$ cat src/hw/rtl/cnb_pkg.sv
`timescale 1ns / 1ps

package cnb_pkg;

    // Fixed field widths
    localparam int BURST_COUNT = 4;
    localparam int COEF_WIDTH_DEF = 24;
    localparam int ENV_W = 24;
    localparam int CNT_W = 17;
    localparam int SUM_W = 27;
    localparam int HIST_W = 32;
    localparam int MUL_A_W = 34;
    localparam int CFG_IDX_W = 3;
    localparam int CFG_DATA_W = 24;

    // Fixed gains and limits
    localparam logic [14:0] ACCENT_GAIN = 15'd22938;
    localparam logic [15:0] BURST_WEIGHT = 16'd39322;
    localparam logic [14:0] TAIL_WEIGHT = 15'd19661;
    localparam logic [SUM_W-1:0] QUIET_LIMIT = SUM_W'(4);
    localparam logic [CNT_W-1:0] COUNT_MAX = '1;
    localparam logic [14:0] TANH_MAX = 15'd16373;

    // Register indexes
    localparam logic [CFG_IDX_W-1:0] REG_BANDPASS_GAIN = 3'd0;
    localparam logic [CFG_IDX_W-1:0] REG_FEEDBACK_ONE = 3'd1;
    localparam logic [CFG_IDX_W-1:0] REG_BURST_DECAY = 3'd2;
    localparam logic [CFG_IDX_W-1:0] REG_TAIL_DECAY = 3'd3;
    localparam logic [CFG_IDX_W-1:0] REG_OUTPUT_LEVEL = 3'd4;
    localparam logic [CFG_IDX_W-1:0] REG_ONSET_SECOND = 3'd5;
    localparam logic [CFG_IDX_W-1:0] REG_ONSET_THIRD = 3'd6;
    localparam logic [CFG_IDX_W-1:0] REG_ONSET_MAIN = 3'd7;

    // Register reset values
    localparam logic [21:0] RST_BANDPASS_GAIN = 22'd250000;
    localparam logic signed [23:0] RST_FEEDBACK_ONE = -24'sd7800000;
    localparam logic [23:0] RST_BURST_DECAY = 24'd16700000;
    localparam logic [23:0] RST_TAIL_DECAY = 24'd16770000;
    localparam logic [15:0] RST_OUTPUT_LEVEL = 16'd16384;
    localparam logic [15:0] RST_ONSET_SECOND = 16'd240;
    localparam logic [15:0] RST_ONSET_THIRD = 16'd480;
    localparam logic [15:0] RST_ONSET_MAIN = 16'd864;

    // Datapath operations; each product is registered and written back in the following cycle
    typedef enum logic [4:0] {
        OP_NONE,
        OP_TRIG_MUL,
        OP_TRIG_ACC,
        OP_TRIG_SET,
        OP_WEIGHT,
        OP_FIRE,
        OP_DEC0,
        OP_DEC1,
        OP_DEC2,
        OP_DEC3,
        OP_TAILW,
        OP_TAILD,
        OP_NOISE,
        OP_FX2,
        OP_FY1,
        OP_FY2,
        OP_FX0,
        OP_FSAT,
        OP_YOUT,
        OP_TANH,
        OP_FINISH
    } op_t;

    typedef struct packed {
        op_t  op;
        logic load;
        logic emit;
    } cmd_t;

    typedef struct packed {
        logic sounding;
    } status_t;

    function automatic op_t next_op(input op_t op);
        op_t r;
        r = OP_NONE;
        unique case (op)
            OP_TRIG_MUL: r = OP_TRIG_ACC;
            OP_TRIG_ACC: r = OP_TRIG_SET;
            OP_WEIGHT:   r = OP_FIRE;
            OP_FIRE:     r = OP_DEC0;
            OP_DEC0:     r = OP_DEC1;
            OP_DEC1:     r = OP_DEC2;
            OP_DEC2:     r = OP_DEC3;
            OP_DEC3:     r = OP_TAILW;
            OP_TAILW:    r = OP_TAILD;
            OP_TAILD:    r = OP_NOISE;
            OP_NOISE:    r = OP_FX2;
            OP_FX2:      r = OP_FY1;
            OP_FY1:      r = OP_FY2;
            OP_FY2:      r = OP_FX0;
            OP_FX0:      r = OP_FSAT;
            OP_FSAT:     r = OP_YOUT;
            OP_YOUT:     r = OP_TANH;
            OP_TANH:     r = OP_FINISH;
            default:     r = OP_NONE;
        endcase
        return r;
    endfunction

    // 16384 * tanh(k/4), k = 0..16
    function automatic logic [14:0] tanh_half(input logic [4:0] k);
        logic [14:0] r;
        r = TANH_MAX;
        unique case (k)
            5'd0:  r = 15'd0;
            5'd1:  r = 15'd4013;
            5'd2:  r = 15'd7571;
            5'd3:  r = 15'd10406;
            5'd4:  r = 15'd12478;
            5'd5:  r = 15'd13898;
            5'd6:  r = 15'd14830;
            5'd7:  r = 15'd15423;
            5'd8:  r = 15'd15795;
            5'd9:  r = 15'd16024;
            5'd10: r = 15'd16165;
            5'd11: r = 15'd16251;
            5'd12: r = 15'd16303;
            5'd13: r = 15'd16335;
            5'd14: r = 15'd16354;
            5'd15: r = 15'd16366;
            default: r = TANH_MAX;
        endcase
        return r;
    endfunction

endpackage

$ cat src/hw/rtl/cnb_ctrl.sv
`timescale 1ns / 1ps

module cnb_ctrl
(
    input  logic             clk,
    input  logic             rst_n,
    input  logic             in_valid,
    input  logic             func,
    output logic             in_stall,
    input  logic             out_stall,
    output logic             out_valid,
    input  cnb_pkg::status_t status,
    output cnb_pkg::cmd_t    cmd
);
    import cnb_pkg::*;

    typedef enum logic [2:0] {
        S_IDLE = 3'b001,
        S_BUSY = 3'b010,
        S_EMIT = 3'b100
    } state_t;

    state_t state_reg, state_next;
    op_t    op_reg, op_next;
    logic   out_valid_reg, out_valid_next;
    logic   accept;
    logic   out_free;

    assign accept   = in_valid && (state_reg == S_IDLE);
    assign out_free = !out_valid_reg || !out_stall;
    assign in_stall = (state_reg != S_IDLE);
    assign out_valid = out_valid_reg;

    assign cmd.op   = op_reg;
    assign cmd.load = accept;
    assign cmd.emit = (state_reg == S_EMIT) && out_free;

    // Sequencer
    always_comb
    begin
        state_next = state_reg;
        op_next    = op_reg;
        unique case (state_reg)
            S_IDLE:
            begin
                if (in_valid)
                begin
                    if (func)
                    begin
                        state_next = S_BUSY;
                        op_next    = OP_TRIG_MUL;
                    end
                    else if (status.sounding)
                    begin
                        state_next = S_BUSY;
                        op_next    = OP_WEIGHT;
                    end
                    else
                    begin
                        state_next = S_EMIT;
                    end
                end
            end
            S_BUSY:
            begin
                op_next = next_op(op_reg);
                if (op_reg == OP_TRIG_SET)
                begin
                    state_next = S_IDLE;
                end
                else if (op_reg == OP_FINISH)
                begin
                    state_next = S_EMIT;
                end
            end
            S_EMIT:
            begin
                if (out_free)
                begin
                    state_next = S_IDLE;
                end
            end
            default:
            begin
                state_next = S_IDLE;
                op_next    = OP_NONE;
            end
        endcase
    end

    // Output transfer flag
    assign out_valid_next = cmd.emit || (out_valid_reg && out_stall);

    always_ff @(posedge clk or negedge rst_n)
    begin
        if (!rst_n)
        begin
            state_reg     <= S_IDLE;
            op_reg        <= OP_NONE;
            out_valid_reg <= 1'b0;
        end
        else
        begin
            state_reg     <= state_next;
            op_reg        <= op_next;
            out_valid_reg <= out_valid_next;
        end
    end

    a_emit_free: assert property (@(posedge clk) disable iff (!rst_n)
        cmd.emit |-> !(out_valid_reg && out_stall))
        else $error("result loaded over a stalled one");

    a_trig_silent: assert property (@(posedge clk) disable iff (!rst_n)
        (accept && func) |=> !cmd.emit ##1 !cmd.emit)
        else $error("trigger produced a result");

    a_finish_emit: assert property (@(posedge clk) disable iff (!rst_n)
        (state_reg == S_BUSY && op_reg == OP_FINISH) |=> state_reg == S_EMIT)
        else $error("tick finished without result");

    a_busy_op: assert property (@(posedge clk) disable iff (!rst_n)
        (state_reg == S_BUSY) |-> op_reg != OP_NONE)
        else $error("busy without operation");

endmodule

$ cat src/hw/rtl/cnb_dp.sv
`timescale 1ns / 1ps

module cnb_dp
#(
    parameter int COEF_WIDTH = cnb_pkg::COEF_WIDTH_DEF
)
(
    input  logic                                clk,
    input  logic                                rst_n,
    input  cnb_pkg::cmd_t                       cmd,
    output cnb_pkg::status_t                    status,
    input  logic                                func,
    input  logic [15:0]                         hit_velocity,
    input  logic                                accent,
    input  logic signed [15:0]                  noise_sample,
    input  logic                                cfg_we,
    input  logic [cnb_pkg::CFG_IDX_W-1:0]       cfg_index,
    input  logic [cnb_pkg::CFG_DATA_W-1:0]      cfg_data,
    output logic signed [15:0]                  audio_out,
    output logic                                voice_active
);
    import cnb_pkg::*;

    localparam int CF = COEF_WIDTH - 2;
    localparam int BW = ((COEF_WIDTH > 24) ? COEF_WIDTH : 24) + 2;
    localparam int PW = MUL_A_W + BW;
    localparam int AW = PW + 2;

    function automatic logic signed [HIST_W-1:0] sat32(input logic signed [AW-1:0] v);
        logic signed [HIST_W-1:0] r;
        if ((v[AW-1:HIST_W-1] == '0) || (v[AW-1:HIST_W-1] == '1))
            r = v[HIST_W-1:0];
        else if (v[AW-1])
            r = {1'b1, {(HIST_W-1){1'b0}}};
        else
            r = {1'b0, {(HIST_W-1){1'b1}}};
        return r;
    endfunction

    // Configuration registers
    logic [21:0]        gain_reg;
    logic signed [23:0] fb_reg;
    logic [23:0]        bdecay_reg, tdecay_reg;
    logic [15:0]        level_reg, onset2_reg, onset3_reg, onset4_reg;

    always_ff @(posedge clk or negedge rst_n)
    begin
        if (!rst_n)
        begin
            gain_reg   <= RST_BANDPASS_GAIN;
            fb_reg     <= RST_FEEDBACK_ONE;
            bdecay_reg <= RST_BURST_DECAY;
            tdecay_reg <= RST_TAIL_DECAY;
            level_reg  <= RST_OUTPUT_LEVEL;
            onset2_reg <= RST_ONSET_SECOND;
            onset3_reg <= RST_ONSET_THIRD;
            onset4_reg <= RST_ONSET_MAIN;
        end
        else if (cfg_we)
        begin
            unique case (cfg_index)
                REG_BANDPASS_GAIN: gain_reg   <= cfg_data[21:0];
                REG_FEEDBACK_ONE:  fb_reg     <= $signed(cfg_data[23:0]);
                REG_BURST_DECAY:   bdecay_reg <= cfg_data[23:0];
                REG_TAIL_DECAY:    tdecay_reg <= cfg_data[23:0];
                REG_OUTPUT_LEVEL:  level_reg  <= cfg_data[15:0];
                REG_ONSET_SECOND:  onset2_reg <= cfg_data[15:0];
                REG_ONSET_THIRD:   onset3_reg <= cfg_data[15:0];
                REG_ONSET_MAIN:    onset4_reg <= cfg_data[15:0];
                default: ;
            endcase
        end
    end

    // Voice state and working registers
    logic                     sounding_reg;
    logic [CNT_W-1:0]         count_reg;
    logic [ENV_W-1:0]         vel_reg;
    logic [ENV_W-1:0]         burst_reg [BURST_COUNT];
    logic [ENV_W-1:0]         tail_reg;
    logic signed [HIST_W-1:0] hist_reg [4];
    logic [SUM_W-1:0]         sum_reg;
    logic signed [HIST_W-1:0] x0_reg, y0_reg;
    logic signed [AW-1:0]     acc_reg;
    logic [31:0]              p_reg;
    logic [15:0]              hv_reg;
    logic                     accent_reg;
    logic signed [15:0]       noise_reg;
    logic                     neg_reg, big_reg;
    logic [14:0]              base_reg;
    logic signed [15:0]       res_audio_reg;
    logic                     res_active_reg;
    logic signed [15:0]       audio_reg;
    logic                     active_reg;
    logic signed [PW-1:0]     prod_reg;
    op_t                      wb_op_reg;

    assign status.sounding = sounding_reg;
    assign audio_out       = audio_reg;
    assign voice_active    = active_reg;

    // Derived coefficients
    logic signed [BW-1:0] b0_ext, a1_ext, a2_ext;
    assign b0_ext = $signed({{(BW-22){1'b0}}, gain_reg});
    assign a1_ext = {{(BW-24){fb_reg[23]}}, fb_reg};
    assign a2_ext = (BW'(1) <<< CF) - {{(BW-23){1'b0}}, gain_reg, 1'b0};

    // tanh segment lookup
    logic [31:0] mag;
    logic [3:0]  seg;
    logic [14:0] seg_lo, seg_hi;
    assign mag    = y0_reg[HIST_W-1] ? (32'd0 - y0_reg) : y0_reg;
    assign seg    = mag[22:19];
    assign seg_lo = tanh_half({1'b0, seg});
    assign seg_hi = tanh_half(5'({1'b0, seg}) + 5'd1);

    // Shared multiplier operand select
    logic signed [MUL_A_W-1:0] mul_a;
    logic signed [BW-1:0]      mul_b;
    always_comb
    begin
        mul_a = '0;
        mul_b = '0;
        unique case (cmd.op)
            OP_TRIG_MUL:
            begin
                mul_a = MUL_A_W'(hv_reg);
                mul_b = BW'(level_reg);
            end
            OP_TRIG_ACC:
            begin
                // velocity times level is still in the product register
                mul_a = MUL_A_W'(prod_reg[31:0]);
                mul_b = BW'(ACCENT_GAIN);
            end
            OP_WEIGHT:
            begin
                mul_a = MUL_A_W'(vel_reg);
                mul_b = BW'(BURST_WEIGHT);
            end
            OP_DEC0, OP_DEC1, OP_DEC2, OP_DEC3:
            begin
                mul_a = MUL_A_W'(burst_reg[2'(cmd.op - OP_DEC0)]);
                mul_b = BW'(bdecay_reg);
            end
            OP_TAILW:
            begin
                mul_a = MUL_A_W'(tail_reg);
                mul_b = BW'(TAIL_WEIGHT);
            end
            OP_TAILD:
            begin
                mul_a = MUL_A_W'(tail_reg);
                mul_b = BW'(tdecay_reg);
            end
            OP_NOISE:
            begin
                mul_a = MUL_A_W'(sum_reg);
                mul_b = {{(BW-16){noise_reg[15]}}, noise_reg};
            end
            OP_FX2:
            begin
                mul_a = MUL_A_W'(hist_reg[1]);
                mul_b = b0_ext;
            end
            OP_FY1:
            begin
                mul_a = MUL_A_W'(hist_reg[2]);
                mul_b = a1_ext;
            end
            OP_FY2:
            begin
                mul_a = MUL_A_W'(hist_reg[3]);
                mul_b = a2_ext;
            end
            OP_FX0:
            begin
                mul_a = MUL_A_W'(x0_reg);
                mul_b = b0_ext;
            end
            OP_TANH:
            begin
                mul_a = MUL_A_W'(mag[18:0]);
                mul_b = BW'(seg_hi - seg_lo);
            end
            default: ;
        endcase
    end

    // Sign extension of the history taps into the multiplier operand
    // is handled by the signed size casts above.

    // Onset match and trigger velocity
    logic [BURST_COUNT-1:0] fire;
    logic [24:0]            vel_raw;
    logic [ENV_W-1:0]       vel_sat;
    logic signed [AW-1:0]   prod_ext;
    logic signed [AW-1:0]   y_shift;
    logic [CNT_W-1:0]       count_inc;
    logic [14:0]            tanh_mag;

    assign fire[0]   = (count_reg == '0);
    assign fire[1]   = (count_reg == CNT_W'(onset2_reg));
    assign fire[2]   = (count_reg == CNT_W'(onset3_reg));
    assign fire[3]   = (count_reg == CNT_W'(onset4_reg));
    assign vel_raw   = accent_reg ? prod_reg[46:22] : {1'b0, p_reg[31:8]};
    assign vel_sat   = vel_raw[24] ? '1 : vel_raw[23:0];
    assign prod_ext  = AW'(prod_reg);
    assign y_shift   = acc_reg >>> CF;
    assign count_inc = (count_reg < COUNT_MAX) ? (count_reg + 1'b1) : count_reg;
    assign tanh_mag  = base_reg + (big_reg ? 15'd0 : 15'(prod_reg[31:19]));

    // Multiplier and product register
    always_ff @(posedge clk)
    begin
        prod_reg <= PW'(mul_a * mul_b);
    end

    always_ff @(posedge clk or negedge rst_n)
    begin
        if (!rst_n)
        begin
            wb_op_reg    <= OP_NONE;
            sounding_reg <= 1'b0;
            count_reg    <= '0;
            vel_reg      <= '0;
            tail_reg     <= '0;
            for (int i = 0; i < BURST_COUNT; i++)
                burst_reg[i] <= '0;
            for (int i = 0; i < 4; i++)
                hist_reg[i] <= '0;
        end
        else
        begin
            wb_op_reg <= cmd.op;

            // Trigger: latch velocity, restart the voice
            if (wb_op_reg == OP_TRIG_ACC)
            begin
                vel_reg      <= vel_sat;
                count_reg    <= '0;
                sounding_reg <= 1'b1;
                tail_reg     <= '0;
                for (int i = 0; i < BURST_COUNT; i++)
                    burst_reg[i] <= '0;
                for (int i = 0; i < 4; i++)
                    hist_reg[i] <= '0;
            end

            // Burst onsets
            if (wb_op_reg == OP_WEIGHT)
            begin
                for (int i = 0; i < BURST_COUNT - 1; i++)
                    if (fire[i])
                        burst_reg[i] <= prod_reg[39:16];
                if (fire[BURST_COUNT-1])
                begin
                    burst_reg[BURST_COUNT-1] <= vel_reg;
                    tail_reg                 <= vel_reg;
                end
            end

            // Envelope decay
            if (wb_op_reg == OP_DEC0 || wb_op_reg == OP_DEC1 ||
                wb_op_reg == OP_DEC2 || wb_op_reg == OP_DEC3)
                burst_reg[2'(wb_op_reg - OP_DEC0)] <= prod_reg[47:24];
            if (wb_op_reg == OP_TAILD)
                tail_reg <= prod_reg[47:24];

            // Filter output, history shift, idle check
            if (cmd.op == OP_YOUT)
            begin
                hist_reg[1] <= hist_reg[0];
                hist_reg[0] <= x0_reg;
                hist_reg[3] <= hist_reg[2];
                hist_reg[2] <= sat32(y_shift);
                count_reg   <= count_inc;
                if (count_inc > CNT_W'(3) && sum_reg <= QUIET_LIMIT &&
                    SUM_W'(tail_reg) <= QUIET_LIMIT)
                    sounding_reg <= 1'b0;
            end
        end
    end

    // Payload registers
    always_ff @(posedge clk)
    begin
        if (cmd.load)
        begin
            hv_reg     <= hit_velocity;
            accent_reg <= accent;
            noise_reg  <= noise_sample;
            if (!func)
            begin
                res_audio_reg  <= '0;
                res_active_reg <= 1'b0;
            end
        end
        if (wb_op_reg == OP_TRIG_MUL)
            p_reg <= prod_reg[31:0];

        // Envelope sum
        if (cmd.op == OP_WEIGHT)
            sum_reg <= '0;
        else if (cmd.op == OP_DEC0 || cmd.op == OP_DEC1 ||
                 cmd.op == OP_DEC2 || cmd.op == OP_DEC3)
            sum_reg <= sum_reg + SUM_W'(burst_reg[2'(cmd.op - OP_DEC0)]);
        else if (wb_op_reg == OP_TAILW)
            sum_reg <= sum_reg + SUM_W'(prod_reg[38:16]);

        // Modulated noise into the filter
        if (wb_op_reg == OP_NOISE)
            x0_reg <= sat32(prod_ext >>> 15);

        // Biquad accumulate
        if (wb_op_reg == OP_FX2)
            acc_reg <= -prod_ext;
        else if (wb_op_reg == OP_FY1 || wb_op_reg == OP_FY2)
            acc_reg <= acc_reg - prod_ext;
        else if (wb_op_reg == OP_FX0)
            acc_reg <= acc_reg + prod_ext;

        if (cmd.op == OP_YOUT)
            y0_reg <= sat32(y_shift);

        // tanh interpolation
        if (cmd.op == OP_TANH)
        begin
            neg_reg  <= y0_reg[HIST_W-1];
            big_reg  <= |mag[31:23];
            base_reg <= (|mag[31:23]) ? TANH_MAX : seg_lo;
        end
        if (wb_op_reg == OP_TANH)
        begin
            res_audio_reg  <= neg_reg ? -$signed({1'b0, tanh_mag}) : $signed({1'b0, tanh_mag});
            res_active_reg <= sounding_reg;
        end

        // Output register
        if (cmd.emit)
        begin
            audio_reg  <= res_audio_reg;
            active_reg <= res_active_reg;
        end
    end

endmodule

$ cat src/hw/rtl/clap_noise_burst_voice_unit.sv
`timescale 1ns / 1ps

// Clap drum voice.
// Input channel (in_valid / in_stall): func = 1 is a trigger that latches
// hit_velocity and accent and restarts the voice; func = 0 is a sample tick
// carrying noise_sample. A trigger gives no result, each tick gives one
// result (audio_out, voice_active) on the output channel (out_valid /
// out_stall). Configuration: cfg_valid / cfg_ready with cfg_index and
// cfg_data, always ready. The user must see that it is written only while
// the voice has no item in work; the block itself does not enforce this.
// One item at a time. A sounding tick runs 17 steps, OP_WEIGHT to OP_FINISH,
// between accept and output load; an idle tick goes straight to output load.
// in_stall is high while an item is in work or its result waits for the
// output register; a result waiting under out_stall holds, and a new item
// may be taken meanwhile.
// Reset: configuration takes its default values, voice idle, output empty.
module clap_noise_burst_voice_unit
#(
    parameter int COEF_WIDTH = cnb_pkg::COEF_WIDTH_DEF
)
(
    input  logic                           clk,
    input  logic                           rst_n,
    input  logic                           in_valid,
    output logic                           in_stall,
    input  logic                           func,
    input  logic [15:0]                    hit_velocity,
    input  logic                           accent,
    input  logic signed [15:0]             noise_sample,
    output logic                           out_valid,
    input  logic                           out_stall,
    output logic signed [15:0]             audio_out,
    output logic                           voice_active,
    input  logic                           cfg_valid,
    output logic                           cfg_ready,
    input  logic [cnb_pkg::CFG_IDX_W-1:0]  cfg_index,
    input  logic [cnb_pkg::CFG_DATA_W-1:0] cfg_data
);
    import cnb_pkg::*;

    cmd_t    cmd;
    status_t status;

    assign cfg_ready = 1'b1;

    cnb_ctrl u_ctrl
    (
        .clk       (clk),
        .rst_n     (rst_n),
        .in_valid  (in_valid),
        .func      (func),
        .in_stall  (in_stall),
        .out_stall (out_stall),
        .out_valid (out_valid),
        .status    (status),
        .cmd       (cmd)
    );

    cnb_dp #(.COEF_WIDTH(COEF_WIDTH)) u_dp
    (
        .clk          (clk),
        .rst_n        (rst_n),
        .cmd          (cmd),
        .status       (status),
        .func         (func),
        .hit_velocity (hit_velocity),
        .accent       (accent),
        .noise_sample (noise_sample),
        .cfg_we       (cfg_valid && cfg_ready),
        .cfg_index    (cfg_index),
        .cfg_data     (cfg_data),
        .audio_out    (audio_out),
        .voice_active (voice_active)
    );

endmodule
$ cat config.mk
export PLATFORM = sky130hd
export DESIGN_NAME = clap_noise_burst_voice_unit
export DESIGN_NICKNAME = d
export VERILOG_FILES = /design/src/hw/rtl/cnb_pkg.sv /design/src/hw/rtl/cnb_ctrl.sv /design/src/hw/rtl/cnb_dp.sv /design/src/hw/rtl/clap_noise_burst_voice_unit.sv
export SDC_FILE = /design/constraint.sdc
export NUM_CORES = 2
export LEC_CHECK = 0
export BUFFER_PORTS_ARGS = -buffer_cell sky130_fd_sc_hd__buf_2
export CORE_MARGIN = 2
export CORE_UTILIZATION = 50
export DETAILED_ROUTE_END_ITERATION = 7
export GPL_TIMING_DRIVEN = 0
export PLACE_DENSITY = 0.73
export SLEW_MARGIN = 20
export SYNTH_ARGS = -nofsm -noshare
export SYNTH_HDL_FRONTEND = slang
export SYNTH_SLANG_ARGS = --single-unit
$ cat constraint.sdc
create_clock -name clk -period 13 [get_ports clk]
set_clock_uncertainty 0.05 [all_clocks]
set_input_delay 0.65 -clock clk [delete_from_list [all_inputs] [get_ports clk]]
set_output_delay 0.65 -clock clk [all_outputs]
set_load 0.05 [all_outputs]
======== Word level (Yosys, flattened, before mapping) ========
Memories as Yosys holds them, arrays and structs flattened.
Cells that the tools add are included.
W data, S select, Z words.
operators by class
  $add $sub $neg .......................... 14
  multiply operators ...................... 1
  magnitude comparators ................... 7
  eq/ne operators ......................... 54
  muxes and demuxes ....................... 59
  bitwise operators ....................... 3
  reductions and logical operators ........ 42
operators by type and width
  operator                 count
  $pmux W34 S11            1
  $mux W24                 12
  $mux W96                 3
  $pmux W26 S11            1
  $mux W128                2
  $mux W62                 3
  $mux W32                 5
  $bwmux W96               1
  $eq A5 B4 Y1 const B     16
  $mux W16                 4
  $add A62 B60 Y62         1
  $eq A31 B31 Y1 const B   2
  $logic_not A31 Y1        2
  $neg A60 Y62             1
  $sub A62 B60 Y62         1
  $mul A34 B26 Y60         1
  $mux W27                 2
  $eq A17 B16 Y1           3
  $mux W17                 3
  $bmux W24 S2             1
  $demux W24 S2            1
  $sub A1 B32 Y32 const A  1
  $eq A5 B3 Y1 const B     6
  $eq A5 B5 Y1 const B     6
  46 further kinds         101
storage, ports and cells
  register bits ........................... 791
  ROM bits ................................ 608
  input port bits ......................... 66
  output and inout bits ................... 20
  memories kept ........................... 3
memory list
  memory           words  bits a word  rd ports  clocked after memory_dff  wr ports  line            RTL
  (no name shown)  16     14           1         0                         0         cnb_pkg.sv:110  unique case (k)
  (no name shown)  16     14           1         0                         0         cnb_pkg.sv:110
  (no name shown)  32     5            1         0                         0         cnb_pkg.sv:82   unique case (op)

======== Longest topological paths before layout ========
  depth in word-level cells ............... 8
  depth in mapped cells ................... 58

======== Cells and area by module ========
Synthesis repeated with hierarchy kept, for this count alone.
second synthesis, totals
  cells, all modules ...................... 7841
  area, all modules ....................... 73193.9 sq um
by module, submodules not included
  module                       times used  cells each  area each (sq um)  seq. area each (sq um)
  cnb_dp                       1           7770        72554.6            20148.1
  cnb_ctrl                     1           69          628.1              226.5
  clap_noise_burst_voice_unit  1           2           11.3               0.0

======== Least setup slack after synthesis ========
Ideal clock, no wire load.
  path type ............................... register -> register
  from .................................... reg u_dp.y0_reg[13]
  to ...................................... reg u_dp.prod_reg[50]
  library setup time ...................... 0.072 ns
  data arrival time ....................... 12.962 ns
  data required time ...................... 12.878 ns
  setup slack ............................. -0.084 ns
  cell stages (with the launch flop) ...... 55
  period minus slack after synthesis ...... 13.084 ns
  path through ............................ edfxtp_1 > or4_4 > or3_1 > or3_4 > o31ai_2 > xor2_2 > inv_2 > ha_1 > inv_1 > ha_1 > buf_1 > clkbuf_1 > o21ai_0 > inv_1 > ha_1 > nor2b_1 > o21ai_0 > a21boi_0 > (+19 left out) > fa_1 > inv_1 > fa_1 > inv_1 > ha_1 > clkbuf_1 > a21oi_1 > o21ai_0 > a31oi_1 > o22ai_1 > nand3b_1 > a21o_1 > a311oi_2 > nor3_1 > a211oi_1 > a211oi_1 > a2111oi_0 > xnor2_1
on the way
  longest elaborated chain between the ends .. 8
  elaborated cells between the ends (all ways) .. 10
  classes of those cells .................. 3 x add/sub; 1 x mul; 4 x mux; 2 x memory
ends and longest elaborated chain
  element                   line            RTL
  start: declaration        cnb_dp.sv:83    logic signed [HIST_W-1:0] x0_reg, y0_reg;
  start signal: assignment  cnb_dp.sv:324   y0_reg <= sat32(y_shift);
  $sub A1 B32 Y32           cnb_dp.sv:112   assign mag = y0_reg[HIST_W-1] ? (32'd0 - y0_reg) : y0_reg;
  $mux W32 *                cnb_dp.sv:112
  $add A4 B1 Y5             cnb_dp.sv:115   assign seg_hi = tanh_half(5'({1'b0, seg}) + 5'd1);
  $mem_v2 Z16 W14           n/a
  $mux W15                  cnb_pkg.sv:110
  $sub A15 B15 Y16          cnb_dp.sv:184   mul_b = BW'(seg_hi - seg_lo);
  $pmux W26 S11             cnb_dp.sv:124   unique case (cmd.op)
  $mul A34 B26 Y60 *        cnb_dp.sv:216   prod_reg <= PW'(mul_a * mul_b);
  end signal: assignment    cnb_dp.sv:216
  end: declaration          cnb_dp.sv:95    logic signed [PW-1:0] prod_reg;
Every way passes the cells marked *; elsewhere a longest branch is shown, timed or not.
A chain may end at the register's enable or synchronous reset.

======== Worst setup path in the final report ========
Same ends and word-level chain as after synthesis.

==> impl_metrics.yaml <==
status:
  status: "finished, violations left"
  violations: "design-rule violations"
clock_network:
  clk_latency_ns: 0.76
  cts_buffer_depth: 3
  path_clk_slew_ns: 0.06
  cts_tree: "yes"
  cts_num_sinks: 782
  htree_levels: 3
  clockRootBuffer: "clkbuf_16"
  cts_buffers: 88
logic_synthesis:
  synth_mux_area_frac: 0.0327
  synthFlopType: "dfrtp_1"
  postSynthCellCount: 7804
  synthAdderAreaFrac: 0.294
  synth-edff-count: 233
  synth_top_family_by_area: "adder cells"
  synthSimpleGateAreaFrac: 0.139
  synth-seq-cells: 782
  synth_top_area_frac: 0.244
  synth_cell_types: 97
  synthArstFlopShare: 0.591
  ys_warn_count: 0
  synth_xor_area_frac: 0.0446
  synth_area_leader_cell: "fa_1"
  synth_nets: 9051
  ys_seq_area_frac: 0.279
  synth_area_um2: 73100
  synth_compound_area_frac: 0.133
  avgSynthCellArea_um2: 9.36
  synth.area.top_cells: "fa_1 24%, dfrtp_1 14%, edfxtp_1 9.6%, inv_1 5.4%, nand2_1 5.2%"
floorplanning:
  chipWidth_um: 386
  die_h_um: 386
  rows: 140
  coreArea_um2: 145000
  initial_core_util: 0.502
  dieArea_um2: 149000
  ios: 86
pwr:
  powerDensity_nw_per_um2: 132
  switching_share: 0.431
  power_frac_comb: 0.437
  p_leak_nw: 38.0
  clkPwrFrac: 0.259
  pwr-share-seq: 0.304
  internal-power_mw: 6.18
  power.switching_mw: 4.69
  ir_worst_vdd_v: 0.000126
sta:
  setup_viol: 0
  slew_headroom: 0.116
  period_needed_ns: 12.73
  drv_slew: 0
  fmax_mhz: 78.6
  post-route-period-util: 0.979
  tns_ns: 0
  rsz0062_at_grt: "true"
  finalHoldViolations: 0
  tightest_slew_ns: 1.33
  finalWorstSetupSlack_ns: 0.270
critical_path:
  worst-path-stages: 49
  worst-path-buf-inv: 9
  crit_type: "reg2reg"
  critPathSlowestCell: "or4_4"
  crit_fanout: 10
  slowest_delay_ns: 0.56
  required_ns: 13.60
  worstPathArrival_ns: 13.33
  cp_common_cell: "fa_1"
  end_kind: "flop"
  cp-start-kind: "flop"
  reg2reg_depth: 49
  critPathTopFamily: "compound AO/OA/AOI/OAI gates"
global_route:
  met3_usage: 0.134
  met2_usage: 0.585
  antenna_found_initial: 20
  grt_usage: 0.398
  grt_max_degree: 99
  gr-max-usage-layer: "met2"
  grt_pass1_wl_um: 426000
  grt_overflow_total: 0
  use_met1: 0.493
  grt_pass1_vias: 62800
routing:
  drtPass1Iterations: 8
  avgRoutedWirePerCell_um: 29.6
  vias_per_cell: 6.33
  totalWireLength_um: 299000
  dr_total_vias: 63900
  drc: 28
  ant_nets: 0
  drt_iter0_drc: 8565
placement:
  port_buffers: 80
  dp.cells: 9864
  gp_congestion: 1.06
  place_ws_ns: -3.75
  dp_hpwl_um: 235000
layout:
  area_growth_pct: 12.8
  nets: 9351
  drive_above_1_share: 0.117
  stdcell_count: 10100
  post-route-util: 0.567
  largest_register_ff_count: 128
hold_path:
  hold_path_class: "in2reg"
  hold_path_depth: 1
run:
  max_cap_violations: 0
power by group through the flow:
stage	clock, mW	combinational [mW]	sequential (mW)
2_1_floorplan	0	2.83	3.14
3_3_place_gp	0	4.24	3.30
3_5_place_dp	0	4.40	3.30
4_1_cts	2.81	4.52	3.26
5_1_grt	2.91	5.05	3.29
6_report	2.81	4.75	3.30
metrics by stage:
stage | hold slack [ns] | area, µm² | total power [mW]
floorplan | 0.302 | 73100 | 5.97
global placement | 0.333 | 75900 | 7.53
detailed placement | 0.324 | 77000 | 7.70
CTS | 0.0275 | 81400 | 10.6
global route | 0.0393 | 82400 | 11.2
finish | 0.0391 | 82400 | 10.9
synth_stat cells (152+ instances only):
library cell and number:
mux2_2 156, a21oi_1 420, dfrtp_1 402, xnor2_1 216
fa_1 890, edfxtp_1 233, ha_1 291, nand2_1 1006
xor2_1 152, clkbuf_1 404, inv_1 1048, nor2_1 638
o21ai_0 307
final timing paths:
kind / start / to / slack (ns)
setup / recovery: u_dp.y0_reg[13]$_DFFE_PP_ / u_dp.prod_reg[50]$_DFF_P_ / 0.27
hold / removal: hit_velocity[6] / u_dp.hv_reg[6]$_DFFE_PP_ / 0.04
setup reg to reg: u_dp.y0_reg[13]$_DFFE_PP_ / u_dp.prod_reg[50]$_DFF_P_ / 0.27
hold reg to reg: u_ctrl.op_reg[3]$_DFFE_PN0P_ / u_dp.wb_op_reg[3]$_DFF_PN0_ / 0.34
max in group asynchronous: rst_n / u_dp.onset4_reg[8]$_DFFE_PN1P_ / 11.07
min in group asynchronous: rst_n / u_dp.hist_reg[36]$_DFFE_PN0P_ / 0.37
cell type report:
class / instances / area, µm²
inverter: 1060 / 3990
sequential: 782 / 20400
tap: 1917 / 2400
clock buffer: 108 / 2390
buffer: 451 / 2240
fill: 12800 / 63000
clock inverter: 57 / 838
multi-input combinational: 5496 / 48200
timing repair buffer: 225 / 1930
antenna: 11 / 27.5
cell usage in the layout (no fill, tap or decap), types with 98 or more instances in the layout:
| master | n |
|---|---|
| ha_1 | 265 |
| o21ai_0 | 287 |
| nand2_1 | 1003 |
| mux2_2 | 156 |
| buf_2 | 108 |
| nand3_1 | 147 |
| a22o_1 | 135 |
| fa_1 | 868 |
| inv_1 | 1037 |
| clkbuf_1 | 322 |
| nor2_1 | 631 |
| xnor2_1 | 210 |
| edfxtp_1 | 233 |
| dfrtp_1 | 402 |
| a21o_1 | 98 |
| a21oi_1 | 400 |
| xor2_1 | 150 |
per-layer routing:
metal / vias to the layer above / wire (µm)
li1: 26400 / -
met5: - / 509
met1: 31800 / 105000
met2: 4583 / 127000
met3: 1171 / 40400
met4: 21 / 25200
timing repair:
item                                    4_1_cts  5_1_grt
hold buffers                                  1        0
endpoints found under the setup margin       45       29
gates cloned                                  1        2
pin swaps                                    39       98
buffers inserted                             38       40
resized for setup                           253      220
hold endpoints to repair                     46        0
cells by family (layout without fill, tap and decap cells):
group | count (synthesis) | in the layout
XOR/XNOR | 370 | 370
adder cells (fa/ha/maj) | 1181 | 1181
buffers and inverters | 1526 | 1901
AND/OR/NAND/NOR | 2291 | 2291
other | 1 | 12
multiplexers | 188 | 188
flip-flops | 782 | 782
AO/OA/AOI/OAI | 1465 | 1465
No activity file was read; power rests on OpenSTA's default activity.
